### config.mk
export PLATFORM = sky130hd
export DESIGN_NAME = chga_table
export DESIGN_NICKNAME = d
export VERILOG_FILES = /design/src/chga_pkg.sv /design/src/chga_table.sv
export SDC_FILE = /design/constraint.sdc
export NUM_CORES = 2
export LEC_CHECK = 0
export ABC_CLOCK_PERIOD_IN_PS = 7800
export BUFFER_PORTS_ARGS = -buffer_cell sky130_fd_sc_hd__buf_2
export CORE_ASPECT_RATIO = 1.75
export CORE_UTILIZATION = 47
export CTS_BUF_LIST = sky130_fd_sc_hd__clkbuf_16
export DETAILED_ROUTE_END_ITERATION = 16
export HOLD_SLACK_MARGIN = 0.1
export SYNTH_ARGS = -nofsm -noshare
export SYNTH_HDL_FRONTEND = slang
export SYNTH_MEMORY_MAX_BITS = 65536
export SYNTH_SLANG_ARGS = --single-unit
### constraint.sdc
create_clock -name clk -period 7.8 [get_ports clk]
set_clock_uncertainty 0.05 [all_clocks]
set_input_delay 0.39 -clock clk [delete_from_list [all_inputs] [get_ports clk]]
set_output_delay 0.39 -clock clk [all_outputs]
set_load 0.02 [all_outputs]
### src/chga_pkg.sv
`default_nettype none

package chga_pkg;

    localparam int TABLE_ENTRIES = 64;
    localparam int IDX_W         = $clog2(TABLE_ENTRIES);
    localparam int CNT_W         = $clog2(TABLE_ENTRIES + 1);

    localparam int PART_W   = 2;
    localparam int THETA_W  = 6;
    localparam int PHI_W    = 7;
    localparam int ENERGY_W = 20;
    localparam int SUM_W    = 24;
    localparam int HITS_W   = 16;

    typedef struct packed {
        logic [PART_W-1:0]  part;
        logic [THETA_W-1:0] theta;
        logic [PHI_W-1:0]   phi;
    } key_t;

    typedef struct packed {
        key_t                key;
        logic [ENERGY_W-1:0] energy;
        logic                last;
    } hit_t;

    typedef struct packed {
        key_t              key;
        logic [SUM_W-1:0]  sum;
        logic [HITS_W-1:0] hits;
    } entry_t;

    typedef struct packed {
        logic [CNT_W-1:0] entry_count;
        logic             overflow;
        logic             reading;
    } table_status_t;

endpackage

`default_nettype wire

### src/chga_table.sv
`default_nettype none

module chga_table
    import chga_pkg::*;
(
    input  wire  logic                clk,
    input  wire  logic                rst_n,
    input  wire  logic                item_valid,
    input  wire  hit_t                item,
    output logic                      pop,
    output logic                      out_valid,
    input  wire  logic                out_ready,
    output logic [PART_W-1:0]         out_part,
    output logic [THETA_W-1:0]        out_theta,
    output logic [PHI_W-1:0]          out_phi,
    output logic [SUM_W-1:0]          energy_sum,
    output logic [HITS_W-1:0]         hit_count,
    output logic                      table_overflowed,
    output logic                      last_entry,
    output table_status_t             status
);

    typedef enum logic [3:0] {
        ST_LOOKUP = 4'b0001,
        ST_UPDATE = 4'b0010,
        ST_RDADDR = 4'b0100,
        ST_EMIT   = 4'b1000
    } state_t;

    state_t state_reg, state_next;

    logic [CNT_W-1:0] entry_count_reg, entry_count_next;
    logic             overflow_reg, overflow_next;
    logic [IDX_W-1:0] rd_idx_reg, rd_idx_next;

    hit_t             hit_reg;
    logic             hit_match_reg;
    logic [IDX_W-1:0] hit_idx_reg;

    key_t             key_reg [TABLE_ENTRIES];
    entry_t           mem [TABLE_ENTRIES];
    entry_t           rd_data_reg;

    logic                  out_valid_reg, out_valid_next;
    entry_t                out_data_reg;
    logic                  out_ovf_reg;
    logic                  out_last_reg;

    logic [TABLE_ENTRIES-1:0] match_vec;
    logic [IDX_W-1:0]         match_idx;
    logic                     any_match;
    logic                     table_full;
    logic                     out_free;
    logic                     emit_last;
    logic [CNT_W-1:0]         count_last;

    logic             mem_re;
    logic [IDX_W-1:0] mem_raddr;
    logic             mem_we;
    logic [IDX_W-1:0] mem_waddr;
    entry_t           mem_wdata;
    logic             key_we;
    logic             out_load;

    logic [SUM_W:0]    sum_wide;
    logic [SUM_W-1:0]  sum_sat;
    logic [HITS_W-1:0] hits_sat;

    // parallel compare against live entries; keys are unique so at most one hits
    always_comb
    begin
        match_idx = '0;
        for (int i = 0; i < TABLE_ENTRIES; i++)
        begin
            match_vec[i] = (CNT_W'(i) < entry_count_reg) && (key_reg[i] == item.key);
            if (match_vec[i])
            begin
                match_idx = match_idx | IDX_W'(i);
            end
        end
        any_match = |match_vec;
    end

    assign table_full = (entry_count_reg == CNT_W'(TABLE_ENTRIES));
    assign out_free   = !out_valid_reg || out_ready;
    assign count_last = entry_count_reg - CNT_W'(1);
    assign emit_last  = (CNT_W'(rd_idx_reg) == count_last);

    // saturating merge of the fetched entry
    always_comb
    begin
        sum_wide = {1'b0, rd_data_reg.sum} + (SUM_W + 1)'(hit_reg.energy);
        sum_sat  = sum_wide[SUM_W] ? {SUM_W{1'b1}} : sum_wide[SUM_W-1:0];
        hits_sat = (&rd_data_reg.hits) ? rd_data_reg.hits : rd_data_reg.hits + HITS_W'(1);
    end

    always_comb
    begin
        state_next       = state_reg;
        entry_count_next = entry_count_reg;
        overflow_next    = overflow_reg;
        rd_idx_next      = rd_idx_reg;
        out_valid_next   = out_valid_reg && !out_ready;
        pop              = 1'b0;
        mem_re           = 1'b0;
        mem_raddr        = match_idx;
        mem_we           = 1'b0;
        mem_waddr        = hit_idx_reg;
        mem_wdata        = '0;
        key_we           = 1'b0;
        out_load         = 1'b0;

        case (state_reg)
            ST_LOOKUP:
            begin
                if (item_valid)
                begin
                    pop        = 1'b1;
                    mem_re     = any_match;
                    state_next = ST_UPDATE;
                end
            end
            ST_UPDATE:
            begin
                if (hit_match_reg)
                begin
                    mem_we    = 1'b1;
                    mem_wdata = '{key: hit_reg.key, sum: sum_sat, hits: hits_sat};
                end
                else if (!table_full)
                begin
                    mem_we           = 1'b1;
                    key_we           = 1'b1;
                    mem_waddr        = entry_count_reg[IDX_W-1:0];
                    mem_wdata        = '{key:  hit_reg.key,
                                         sum:  SUM_W'(hit_reg.energy),
                                         hits: HITS_W'(1)};
                    entry_count_next = entry_count_reg + CNT_W'(1);
                end
                else
                begin
                    overflow_next = 1'b1;
                end
                rd_idx_next = '0;
                state_next  = hit_reg.last ? ST_RDADDR : ST_LOOKUP;
            end
            ST_RDADDR:
            begin
                mem_re     = 1'b1;
                mem_raddr  = rd_idx_reg;
                state_next = ST_EMIT;
            end
            ST_EMIT:
            begin
                if (out_free)
                begin
                    out_load       = 1'b1;
                    out_valid_next = 1'b1;
                    if (emit_last)
                    begin
                        entry_count_next = '0;
                        overflow_next    = 1'b0;
                        state_next       = ST_LOOKUP;
                    end
                    else
                    begin
                        rd_idx_next = rd_idx_reg + IDX_W'(1);
                        state_next  = ST_RDADDR;
                    end
                end
            end
            default:
            begin
                state_next = ST_LOOKUP;
            end
        endcase
    end

    always_ff @(posedge clk or negedge rst_n)
    begin
        if (!rst_n)
        begin
            state_reg       <= ST_LOOKUP;
            entry_count_reg <= '0;
            overflow_reg    <= 1'b0;
            rd_idx_reg      <= '0;
            out_valid_reg   <= 1'b0;
        end
        else
        begin
            state_reg       <= state_next;
            entry_count_reg <= entry_count_next;
            overflow_reg    <= overflow_next;
            rd_idx_reg      <= rd_idx_next;
            out_valid_reg   <= out_valid_next;
        end
    end

    // payload registers
    always_ff @(posedge clk)
    begin
        if (pop)
        begin
            hit_reg       <= item;
            hit_match_reg <= any_match;
            hit_idx_reg   <= match_idx;
        end
        if (key_we)
        begin
            key_reg[mem_waddr] <= hit_reg.key;
        end
        if (out_load)
        begin
            out_data_reg <= rd_data_reg;
            out_ovf_reg  <= overflow_reg;
            out_last_reg <= emit_last;
        end
    end

    // entry store: one write port, one registered read port
    always_ff @(posedge clk)
    begin
        if (mem_we)
        begin
            mem[mem_waddr] <= mem_wdata;
        end
        if (mem_re)
        begin
            rd_data_reg <= mem[mem_raddr];
        end
    end

    assign out_valid        = out_valid_reg;
    assign out_part         = out_data_reg.key.part;
    assign out_theta        = out_data_reg.key.theta;
    assign out_phi          = out_data_reg.key.phi;
    assign energy_sum       = out_data_reg.sum;
    assign hit_count        = out_data_reg.hits;
    assign table_overflowed = out_ovf_reg;
    assign last_entry       = out_last_reg;

    assign status = '{entry_count: entry_count_reg,
                      overflow:    overflow_reg,
                      reading:     (state_reg == ST_RDADDR) || (state_reg == ST_EMIT)};

endmodule

`default_nettype wire

==> flow_metrics.tcl <==
set metrics [dict create \
    outcome "complete, no violations" \
    cts_root_buffer "clkbuf_16" \
    nFillCells 32200 \
    fmaxAchievable_mhz 144 \
    cts_tree "built" \
    grt-ovfl-total 0 \
    regArea_mm2 0.140 \
    yosysMostFrequentCell "edfxtp_1" \
    min_path_type "input port to register" \
    track_usage 0.319 \
    cts_resized 0 \
    synth-seq-cells 4654 \
    critPathKind "register to register" \
    largest_register_ffs 3520 \
    relSlewSlack 0.0131 \
    wl_per_cell_um 36.5 \
    netlist_area_mm2 0.191 \
    clk_pin_slew_ns 0.07 \
    avgSynthCellArea_um2 15.7 \
    met2_length_um 335000 \
    die_y_um 846 \
    cp_max_fo 25 \
    ys_top_cells_by_area "edfxtp_1, mux2i_1, a211oi_1, xor2_1, nand2_1" \
    peakVddDrop_mv 0.213 \
    wl_um 664000 \
    async_flop_share 0.00408 \
    pin_count 108 \
    die-area_mm2 0.409 \
    routed.top_layer "met5" \
    met1_length_um 231000 \
    postPlaceCellArea_mm2 0.202 \
    cp-start-kind "register" \
    fin_nets 12600 \
    synth_cell_types 100 \
    viasPerCell 6.42 \
    fin_crit_ns 6.95 \
    grt_pass1_vias 113000 \
    synth_commonest_cells "edfxtp_1, nand2_1, mux2i_1" \
    cp.required_ns 8.45 \
    place_congestion 0.951 \
    clock_sinks 4654 \
    rows 309 \
    p_leak_nw 68.8 \
    htreeDepth 5 \
    vias 117000 \
    met3_length_um 50400 \
    synth_area_leader_cell "edfxtp_1" \
    rrSetupSlack_ns 0.85 \
    dr.pass1.iters 6 \
    slew_viol_final 0 \
    initial_core_util 0.472 \
    core_area_mm2 0.405 \
    fin_tns_setup_ns 0 \
    ant_nets 0 \
    grt_max_degree 159 \
    area_delta_synth_final_pct 13.0 \
    worst_pin_slew_ns 1.48 \
    rsz0062_at_grt "false" \
    ys_seq_area_frac 0.730 \
    cts_made_buffers 412 \
    period_share 0.891 \
    antenna_found_initial 29 \
    cp-end-kind "register" \
    io_buffers 107 \
    layout-drive-gt1-share 0.120 \
    maxCapViolations 0 \
    crit_arrival_ns 7.60 \
    grt_first_pass_wirelength_um 904000 \
    cts_buffer_depth 4 \
    fin_area_mm2 0.216 \
    multi_input_area_mm2 0.0485 \
    synth_edf_count 4635 \
    clk_latency_ns 1.00 \
    remaining_drc_errors 0 \
    yosysWarnings 0 \
    power.density_mw_per_mm2 247 \
    crit_slowest_cell "a211oi_1" \
    finalSetupViolCount 0 \
    finalHoldViolCount 0 \
    drt_iter0_drc 13300 \
    dpl.hpwl_um 382000 \
    syn-num-nets 12200 \
    synth_cells 12100 \
    cpPeakStageDelay_ns 1.13 \
    synth_top_area_frac 0.728 \
    final_util 0.534 \
    synth-main-ff-cell "edfxtp_1" \
    cp_cell_sequence "buf_4, nand3_1, nor2_1, nor4_1, a211oi_1, and3_1, a31o_2, or2_4, buf_4, a311oi_1, nor4b_1, a211oi_1" \
    fp.dieW_um 484 \
]
[cell families (layout without fill, tap and decap cells)]
group	Yosys count	in the layout	synth area share
xor+xnor	999	999	0.0458
compound gates	1777	1777	0.0761
flops	4654	4654	0.730
mux	811	811	0.0426
other cells	0	24	0
fa+ha+maj	27	27	0.00181
buf+inv	786	1534	0.0220
simple gates	3094	3094	0.0813
[per-stage QoR]
stage	setup WS [ns]	total power, W	std cells	hold WS (ns)
after floorplan	0.995	0.0308	12100	0.0444
after global placement	0.111	0.0327	17400	0.348
after detailed placement	1.05	0.0327	17400	0.345
after CTS	0.993	0.0534	18200	0.101
after global routing	0.993	0.0544	18200	0.125
final	0.851	0.0533	18200	0.170
[repair_timing]
item | in CTS | in global routing
buffers inserted | 0 | 0
hold buffers | 44 | 0
hold endpoints to repair | 55 | 0
[area by class of cell]
cell class / instances / area share
Tap cell: 5287 / 0.0306
Inverter: 22 / 0.000382
Clock buffer: 416 / 0.0482
Clock inverter: 335 / 0.0150
Antenna cell: 24 / 0.000278
Timing Repair Buffer: 761 / 0.0344
Multi-Input combinational cell: 6708 / 0.225
Sequential cell: 4654 / 0.646
[placed cells by master, fill, tap and decap left out, types with 92 or more instances in the layout]
master,netlist,routed
xor2_1,620,620
a311oi_1,193,191
nor4_1,286,279
nand4_1,200,200
buf_2,238,92
buf_4,86,477
buf_12,0,147
clkbuf_16,0,416
a211oi_1,726,726
nor2_1,286,199
edfxtp_1,4635,4635
xnor2_1,379,379
mux2i_1,789,789
nor2b_1,684,684
nand2_1,1278,1266
a311o_1,284,284
[power breakdown]
group / leakage (nW) / switching, W / internal [W]
Sequential: 43.4 / 0.000163 / 0.0283
Combinational: 18.4 / 0.00305 / 0.000824
Clock: 6.96 / 0.00931 / 0.0117
[routing by layer]
layer	global-route usage	vias to the layer above
li1	-	48000
met1	0.371	60900
met2	0.554	6278
met3	0.0441	1695
met4	0.201	10
met5	0	-
[critical path: cells and delay by family, from the launching register on]
family          cells  cell delay, ns
buf+inv             2            1.06
compound gates      4            1.91
simple gates        6            2.98
flops               1            0.55
[final timing paths]
check | startpoint | to | cells past startpoint
hold / removal | item[21] | hit_reg[21]$_DFFE_PP_ | 2
setup reg to reg | entry_count_reg[4]$_DFFE_PN0P_ | rd_data_reg[8]$_DFFE_PP_ | 12
min in group asynchronous | rst_n | state_reg[0]$_DFFE_PN1P_ | 3
max in group asynchronous | rst_n | state_reg[1]$_DFFE_PN0P_ | 4
hold reg to reg | rd_data_reg[49]$_DFFE_PP_ | out_theta[2]$_DFFE_PP_ | 0
setup / recovery | entry_count_reg[4]$_DFFE_PN0P_ | rd_data_reg[8]$_DFFE_PP_ | 12
(Power assumes the default switching activity.)
