File: src/chga_pkg.sv
`default_nettype none

package chga_pkg;

    localparam int TABLE_ENTRIES = 64;
    localparam int IDX_W         = $clog2(TABLE_ENTRIES);
    localparam int CNT_W         = $clog2(TABLE_ENTRIES + 1);

    localparam int PART_W   = 2;
    localparam int THETA_W  = 6;
    localparam int PHI_W    = 7;
    localparam int ENERGY_W = 20;
    localparam int SUM_W    = 24;
    localparam int HITS_W   = 16;

    typedef struct packed {
        logic [PART_W-1:0]  part;
        logic [THETA_W-1:0] theta;
        logic [PHI_W-1:0]   phi;
    } key_t;

    typedef struct packed {
        key_t                key;
        logic [ENERGY_W-1:0] energy;
        logic                last;
    } hit_t;

    typedef struct packed {
        key_t              key;
        logic [SUM_W-1:0]  sum;
        logic [HITS_W-1:0] hits;
    } entry_t;

    typedef struct packed {
        logic [CNT_W-1:0] entry_count;
        logic             overflow;
        logic             reading;
    } table_status_t;

endpackage

`default_nettype wire

File: src/chga_queue.sv
`default_nettype none

module chga_queue
    import chga_pkg::*;
(
    input  wire  logic clk,
    input  wire  logic rst_n,
    input  wire  logic push,
    input  wire  hit_t push_item,
    output logic       full,
    input  wire  logic pop,
    output logic       item_valid,
    output hit_t       item
);

    hit_t       slot_reg [2];
    logic       wr_ptr_reg, wr_ptr_next;
    logic       rd_ptr_reg, rd_ptr_next;
    logic [1:0] fill_reg, fill_next;

    assign full       = (fill_reg == 2'd2);
    assign item_valid = (fill_reg != 2'd0);
    assign item       = slot_reg[rd_ptr_reg];

    always_comb
    begin
        wr_ptr_next = wr_ptr_reg ^ push;
        rd_ptr_next = rd_ptr_reg ^ pop;
        fill_next   = fill_reg + {1'b0, push} - {1'b0, pop};
    end

    always_ff @(posedge clk or negedge rst_n)
    begin
        if (!rst_n)
        begin
            wr_ptr_reg <= 1'b0;
            rd_ptr_reg <= 1'b0;
            fill_reg   <= 2'd0;
        end
        else
        begin
            wr_ptr_reg <= wr_ptr_next;
            rd_ptr_reg <= rd_ptr_next;
            fill_reg   <= fill_next;
        end
    end

    // store the item; slots carry no reset
    always_ff @(posedge clk)
    begin
        if (push)
        begin
            slot_reg[wr_ptr_reg] <= push_item;
        end
    end

endmodule

`default_nettype wire

File: config.mk
export PLATFORM = sky130hd
export DESIGN_NAME = chga_queue
export DESIGN_NICKNAME = d
export VERILOG_FILES = /design/src/chga_pkg.sv /design/src/chga_queue.sv
export SDC_FILE = /design/constraint.sdc
export NUM_CORES = 1
export LEC_CHECK = 0
export BUFFER_PORTS_ARGS = -buffer_cell sky130_fd_sc_hd__buf_2
export CAP_MARGIN = 5
export CORE_ASPECT_RATIO = 0.7
export CORE_MARGIN = 2
export CORE_UTILIZATION = 54
export CTS_BUF_LIST = sky130_fd_sc_hd__clkbuf_8
export CTS_CLUSTER_DIAMETER = 120
export DETAILED_ROUTE_END_ITERATION = 10
export HOLD_SLACK_MARGIN = 0.06
export PLACE_DENSITY = 0.81
export REMOVE_ABC_BUFFERS = 1
export SLEW_MARGIN = 20
export SYNTH_ARGS = -nofsm -noshare
export SYNTH_HDL_FRONTEND = slang
export SYNTH_SLANG_ARGS = --single-unit
File: constraint.sdc
create_clock -name clk -period 2.25 [get_ports clk]
set_input_delay 0.45 -clock clk [delete_from_list [all_inputs] [get_ports clk]]
set_output_delay 0.45 -clock clk [all_outputs]
set_load 0.005 [all_outputs]
==> key figures, run 1 <==
Status
  • Status: finished clean

Die
  • Die H: 65.9 um
  • Die X: 92.5 um
  • Ports: 78
  • Core area: 5260 um^2
  • Die area: 6090 um^2
  • Starting Density: 0.563
  • Row count: 22

STA
  • Final setup TNS: 0 ns
  • Relative max-transition margin: 0.739
  • Final hold violations: 0
  • Least-Margin Pin Slew: 0.392 ns
  • Final hold slack: 0.304 ns
  • Clock skew: 0.00539 ns
  • Tcrit/Tclk final: 0.878
  • Final min period: 1.98 ns
  • Final Max Slew Viols: 0
  • Final setup viols: 0
  • Fmax: 0.506 GHz
  • Worst setup margin: 0.274 ns
  • RSZ-0062 raised after global routing: false

Layout
  • Finished Layout Cells: 296
  • Most common cell after layout, fill and taps aside: buf_2
  • Number of flip-flops under the largest register name: 72
  • Ant. Diodes: 0
  • Area growth syn-to-layout: 23.5%
  • Cell area after layout: 3650 um^2
  • Layout cell share with drive strength beyond 1: 0.607
  • Most frequent cells in the layout: buf_2 (77), edfxtp_1 (72), mux2_4 (29), clkbuf_8 (9), mux2_2 (7)
  • Fin nets: 263

Global routing
  • Global-route wire length before repair: 7090 um
  • Largest net degree at the start of global routing: 20
  • Antenna violations before repair: 0
  • Vias in the first global route: 1467
  • Total global routing overflow: 0
  • Gr usage total: 0.162

Yosys
  • Seq cells post-synth: 76
  • Mean Syn Cell Area: 23.1 um^2
  • Cell count after synthesis: 128
  • Yosys Warn Count: 0
  • Top-area cell type share of the netlist area: 0.731
  • Area of the mapped netlist: 2960 um^2
  • Synth cell types: 12
  • Top area cells in the synthesized netlist: edfxtp_1 (73%), mux2_4 (15%), dfrtp_1 (3.4%), mux2_2 (2.7%), buf_12 (2.0%)
  • Synth area leader: edfxtp_1
  • Seq/Total Area, Yosys: 0.765

Drt
  • WL met3: 455 um
  • DR vias/cell: 4.91
  • Detailed Route WL: 4520 um
  • WL/cell: 15.3 um
  • Met2 wire length: 2170 um
  • Drt first-iter violations: 74
  • Drt pass-1 iters: 4
  • Uppermost layer routed: met4
  • M1 wire length: 1880 um
  • Antenna Nets Post-Route: 0
  • DRC viols: 0
  • Vias: 1453

Clock network
  • Longest Clk Path Bufs: 2
  • Clock insertion delay at the later pin of the skew report: 0.33 ns
  • H-tree Lvls: 3
  • CTS resizes: 0
  • CTS tree: done
  • Clock Root Buffer: clkbuf_8
  • Total CTS buffers: 9
  • TritonCTS Sinks: 76
  • CTS clock-pin slew for the worst setup and hold paths: 0.07 ns

Worst hold path
  • Hold crit path type: input pin to flop

Power
  • Seq pwr share: 0.442
  • Comb pwr share: 0.299
  • Clock Power Share: 0.260
  • P_leak: 1.52 nW
  • NetSw: 1.09 mW
  • Cell Int Power: 3.36 mW
  • Pwr/cell area: 1220 nW/um^2
  • VDD IR max: 0.700 mV
  • Sw Ratio: 0.245

Setup path
  • Setup Crit Path Kind: flop to primary output
  • CP Capture Type: primary output
  • WP data arrival: 1.53 ns
  • CP max FO: 19
  • Worst EP required: 1.80 ns
  • Worst setup SP type: flop

Run
  • Max cap viols: 0

Placed design
  • Post-place instance area: 3410 um^2
  • Setup WS pre-CTS: 0.612 ns
  • PortBufs: 77
  • Hpwl dp: 3240 um
  • Placed Instances: 279
-- cells by family (layout without fill, tap and decap cells) --
group                    Yosys count  count (layout)  synth area share
flip-flops                        76              76             0.765
multiplexers                      36              36             0.174
buffers and inverters              8             104            0.0292
adder cells (fa/ha/maj)            4               4            0.0169
XOR/XNOR                           2               2            0.0110
AND/OR/NAND/NOR                    2               2           0.00423
-- power by group through the flow --
stage	logic, mW	clock network [mW]	registers, mW
2_1_floorplan	0.764	0	2.10
3_3_place_gp	1.31	0	1.98
3_5_place_dp	1.35	0	2.00
4_1_cts	1.36	1.19	1.97
5_1_grt	1.45	1.26	1.99
6_report	1.33	1.16	1.97
-- final timing paths --
kind	start	to	slack, ns	cells past startpoint
max	rd_ptr_reg$_DFF_PN0_	item[1]	0.27	3
min	push_item[12]	slot_reg[1][12]$_DFFE_PP_	0.30	1
max reg2reg	wr_ptr_reg$_DFF_PN0_	slot_reg[0][5]$_DFFE_PP_	0.79	3
min reg2reg	fill_reg[1]$_DFF_PN0_	fill_reg[1]$_DFF_PN0_	0.64	1
max in group asynchronous	rst_n	rd_ptr_reg$_DFF_PN0_	1.65	2
min in group asynchronous	rst_n	wr_ptr_reg$_DFF_PN0_	0.46	2
-- cell usage after synthesis, drive strengths merged --
cell type / number
xor3: 1
xor2: 1
nor2b: 1
edfxtp: 72
inv: 4
ha: 4
mux2: 36
or2: 1
buf: 4
dfrtp: 4
-- metal layers --
layer / track usage / vias to the layer above
met4: 0.0392 / 0
met2: 0.255 / 73
met5: 0 / -
met1: 0.207 / 701
met3: 0.0753 / 2
li1: - / 677
-- worst max-delay path, cell delays in order (launching register included) --
cell and delay, ns:
dfrtp_2 0.36, buf_4 0.33, mux2_2 0.38, buf_2 0.12
-- metrics by stage --
stage                     total power, mW   util
after global placement               3.29  0.649
after floorplan                      2.87      -
final                                4.46  0.695
after detailed placement             3.35  0.649
after global routing                 4.70  0.695
after CTS                            4.53  0.695
-- layout make-up --
| type | instances | area, um^2 |
|---|---|---|
| Clock buffer | 9 | 124 |
| Clock inverter | 7 | 106 |
| Fill cell | 359 | 1600 |
| Inverter | 4 | 15.0 |
| Multi-Input combinational cell | 44 | 614 |
| Sequential cell | 76 | 2260 |
| Tap cell | 72 | 90.1 |
| Timing Repair Buffer | 84 | 440 |
-- timing repair --
action	4_1_cts	5_1_grt
setup buffers	0	0
hold buffers	1	0
hold endpoints to repair	4	0
(Power assumes the default switching activity.)
==> inputs of run 2 (changes only) <==
Settings changed: MAX_ROUTING_LAYER set to met4.
==> run 2 against run 1 <==
Against the previous run: final cell count did not move; wire length rose by 0.13%; worst setup slack got worse by 0.0034 ns; register-to-register slack barely moved; via count did not move; cell area did not move; sequential share of layout area did not move; utilization did not move; clock power barely moved; flip-flop and latch count did not move; first-iteration DRC count fell by 6.8%; fmax fell by 0.17%; critical path type unchanged.
==> key figures, run 2 (synthesized netlist as in run 1, its figures left out) <==
Layout
  • Area growth syn-to-layout: 23.5%
  • Ant. Diodes: 0
  • Post-layout util: 0.695
  • Cell area after layout: 3650 um^2
  • Number of flip-flops under the largest register name: 72
  • Layout cell share with drive strength beyond 1: 0.607
  • Most frequent cells in the layout: buf_2 (77), edfxtp_1 (72), mux2_4 (29), clkbuf_8 (9), mux2_2 (7)
  • Fin nets: 263
  • Most common cell after layout, fill and taps aside: buf_2

Global routing
  • Largest net degree at the start of global routing: 20
  • M3 GR Usage: 0.0684
  • Vias in the first global route: 1463
  • Gr usage total: 0.167
  • Global-route wire length before repair: 7090 um
  • GR Util met1: 0.211
  • Antenna violations before repair: 0
  • Total global routing overflow: 0
  • Global routing's busiest layer: met2
  • Met2 Track Usage GR: 0.256

Power
  • Cell Int Power: 3.36 mW
  • Pwr/cell area: 1220 nW/um^2
  • P_leak: 1.52 nW
  • Seq pwr share: 0.442
  • Comb pwr share: 0.299
  • VDD IR max: 0.699 mV
  • Sw Ratio: 0.246
  • Clock Power Share: 0.259
  • NetSw: 1.09 mW
  • Power consumption: 4.46 mW

Drt
  • Vias: 1453
  • Detailed Route WL: 4530 um
  • DRC viols: 0
  • Antenna Nets Post-Route: 0
  • WL/cell: 15.3 um
  • DR vias/cell: 4.91
  • Drt pass-1 iters: 4
  • Drt first-iter violations: 69

STA
  • Final setup viols: 0
  • Fmax: 0.505 GHz
  • Relative max-transition margin: 0.738
  • Final Max Slew Viols: 0
  • Final hold slack: 0.302 ns
  • Worst setup margin: 0.271 ns
  • Tcrit/Tclk final: 0.880
  • RSZ-0062 raised after global routing: false
  • Clock skew: 0.00588 ns
  • Final hold violations: 0
  • Final min period: 1.98 ns
  • Least-Margin Pin Slew: 0.392 ns

Clock network
  • H-tree Lvls: 3
  • Total setup buffers inserted after CTS: 0
  • CTS clock-pin slew for the worst setup and hold paths: 0.07 ns
  • CTS tree: done
  • Clock insertion delay at the later pin of the skew report: 0.33 ns
  • Total CTS buffers: 9
  • Clock Root Buffer: clkbuf_8
  • Longest Clk Path Bufs: 2
  • TritonCTS Sinks: 76

Setup path
  • WP data arrival: 1.53 ns
  • CP max FO: 19
  • CP Capture Type: primary output
  • Worst EP required: 1.80 ns
  • Worst setup SP type: flop
  • Setup Crit Path Kind: flop to primary output

Placed design
  • Setup WS pre-CTS: 0.612 ns
  • PortBufs: 77
  • Hpwl dp: 3240 um
  • Post-place instance area: 3410 um^2

Run
  • Max cap viols: 0

Die
  • Die H: 65.9 um
  • Row count: 22
  • Starting Density: 0.563
  • Ports: 78
  • Die X: 92.5 um
  • Die area: 6090 um^2
  • Core area: 5260 um^2

Worst hold path
  • Hold crit path type: input pin to flop

Status
  • Status: finished clean
-- run 2: repair_timing --
item | 4_1_cts | 5_1_grt
endpoints found under the hold margin | 4 | 0
gates resized for setup | 0 | 0
endpoints found under the setup margin | 0 | 0
hold buffers | 1 | 0
-- run 2: power groups by stage --
| stage | combinational, mW | clock [mW] | sequential [mW] |
|---|---|---|---|
| after floorplan | 0.764 | 0 | 2.10 |
| after global placement | 1.31 | 0 | 1.98 |
| after detailed placement | 1.35 | 0 | 2.00 |
| after CTS | 1.36 | 1.19 | 1.97 |
| after global routing | 1.45 | 1.26 | 1.99 |
| final | 1.33 | 1.16 | 1.97 |
-- run 2: metrics by stage --
stage | TNS (ns) | cells
floorplan | -0.185 | 124
global placement | 0 | 279
detailed placement | 0 | 279
CTS | 0 | 296
global route | 0 | 296
finish | 0 | 296
-- run 2: critical path, stage by stage (launching register included) --
cell and delay, ns:
dfrtp_2 0.36, buf_4 0.33, mux2_2 0.38, buf_2 0.13
-- run 2: layout make-up --
cell class | count | area (um^2)
inverters | 4 | 15.0
multi-input cells | 44 | 614
fillers | 359 | 1600
flip-flops and latches | 76 | 2260
well taps | 72 | 90.1
clock inverters | 7 | 106
clock buffers | 9 | 124
repair buffers | 84 | 440
-- run 2: worst paths after layout --
check                                      start                        end  slack (ns)  depth (start not counted)
max in group asynchronous                  rst_n       rd_ptr_reg$_DFF_PN0_        1.65                          2
min                                push_item[12]  slot_reg[1][12]$_DFFE_PP_        0.30                          1
min reg2reg                fill_reg[1]$_DFF_PN0_      fill_reg[1]$_DFF_PN0_        0.64                          1
min in group asynchronous                  rst_n       wr_ptr_reg$_DFF_PN0_        0.46                          2
max                         rd_ptr_reg$_DFF_PN0_                   item[35]        0.27                          3
max reg2reg                 wr_ptr_reg$_DFF_PN0_   slot_reg[0][3]$_DFFE_PP_        0.79                          3
-- run 2: per-layer routing --
layer / up-vias / part of all wire
met1: 702 / 0.43
met2: 72 / 0.48
met4: 0 / 0.0031
met5: - / 0
met3: 2 / 0.089
li1: 677 / -
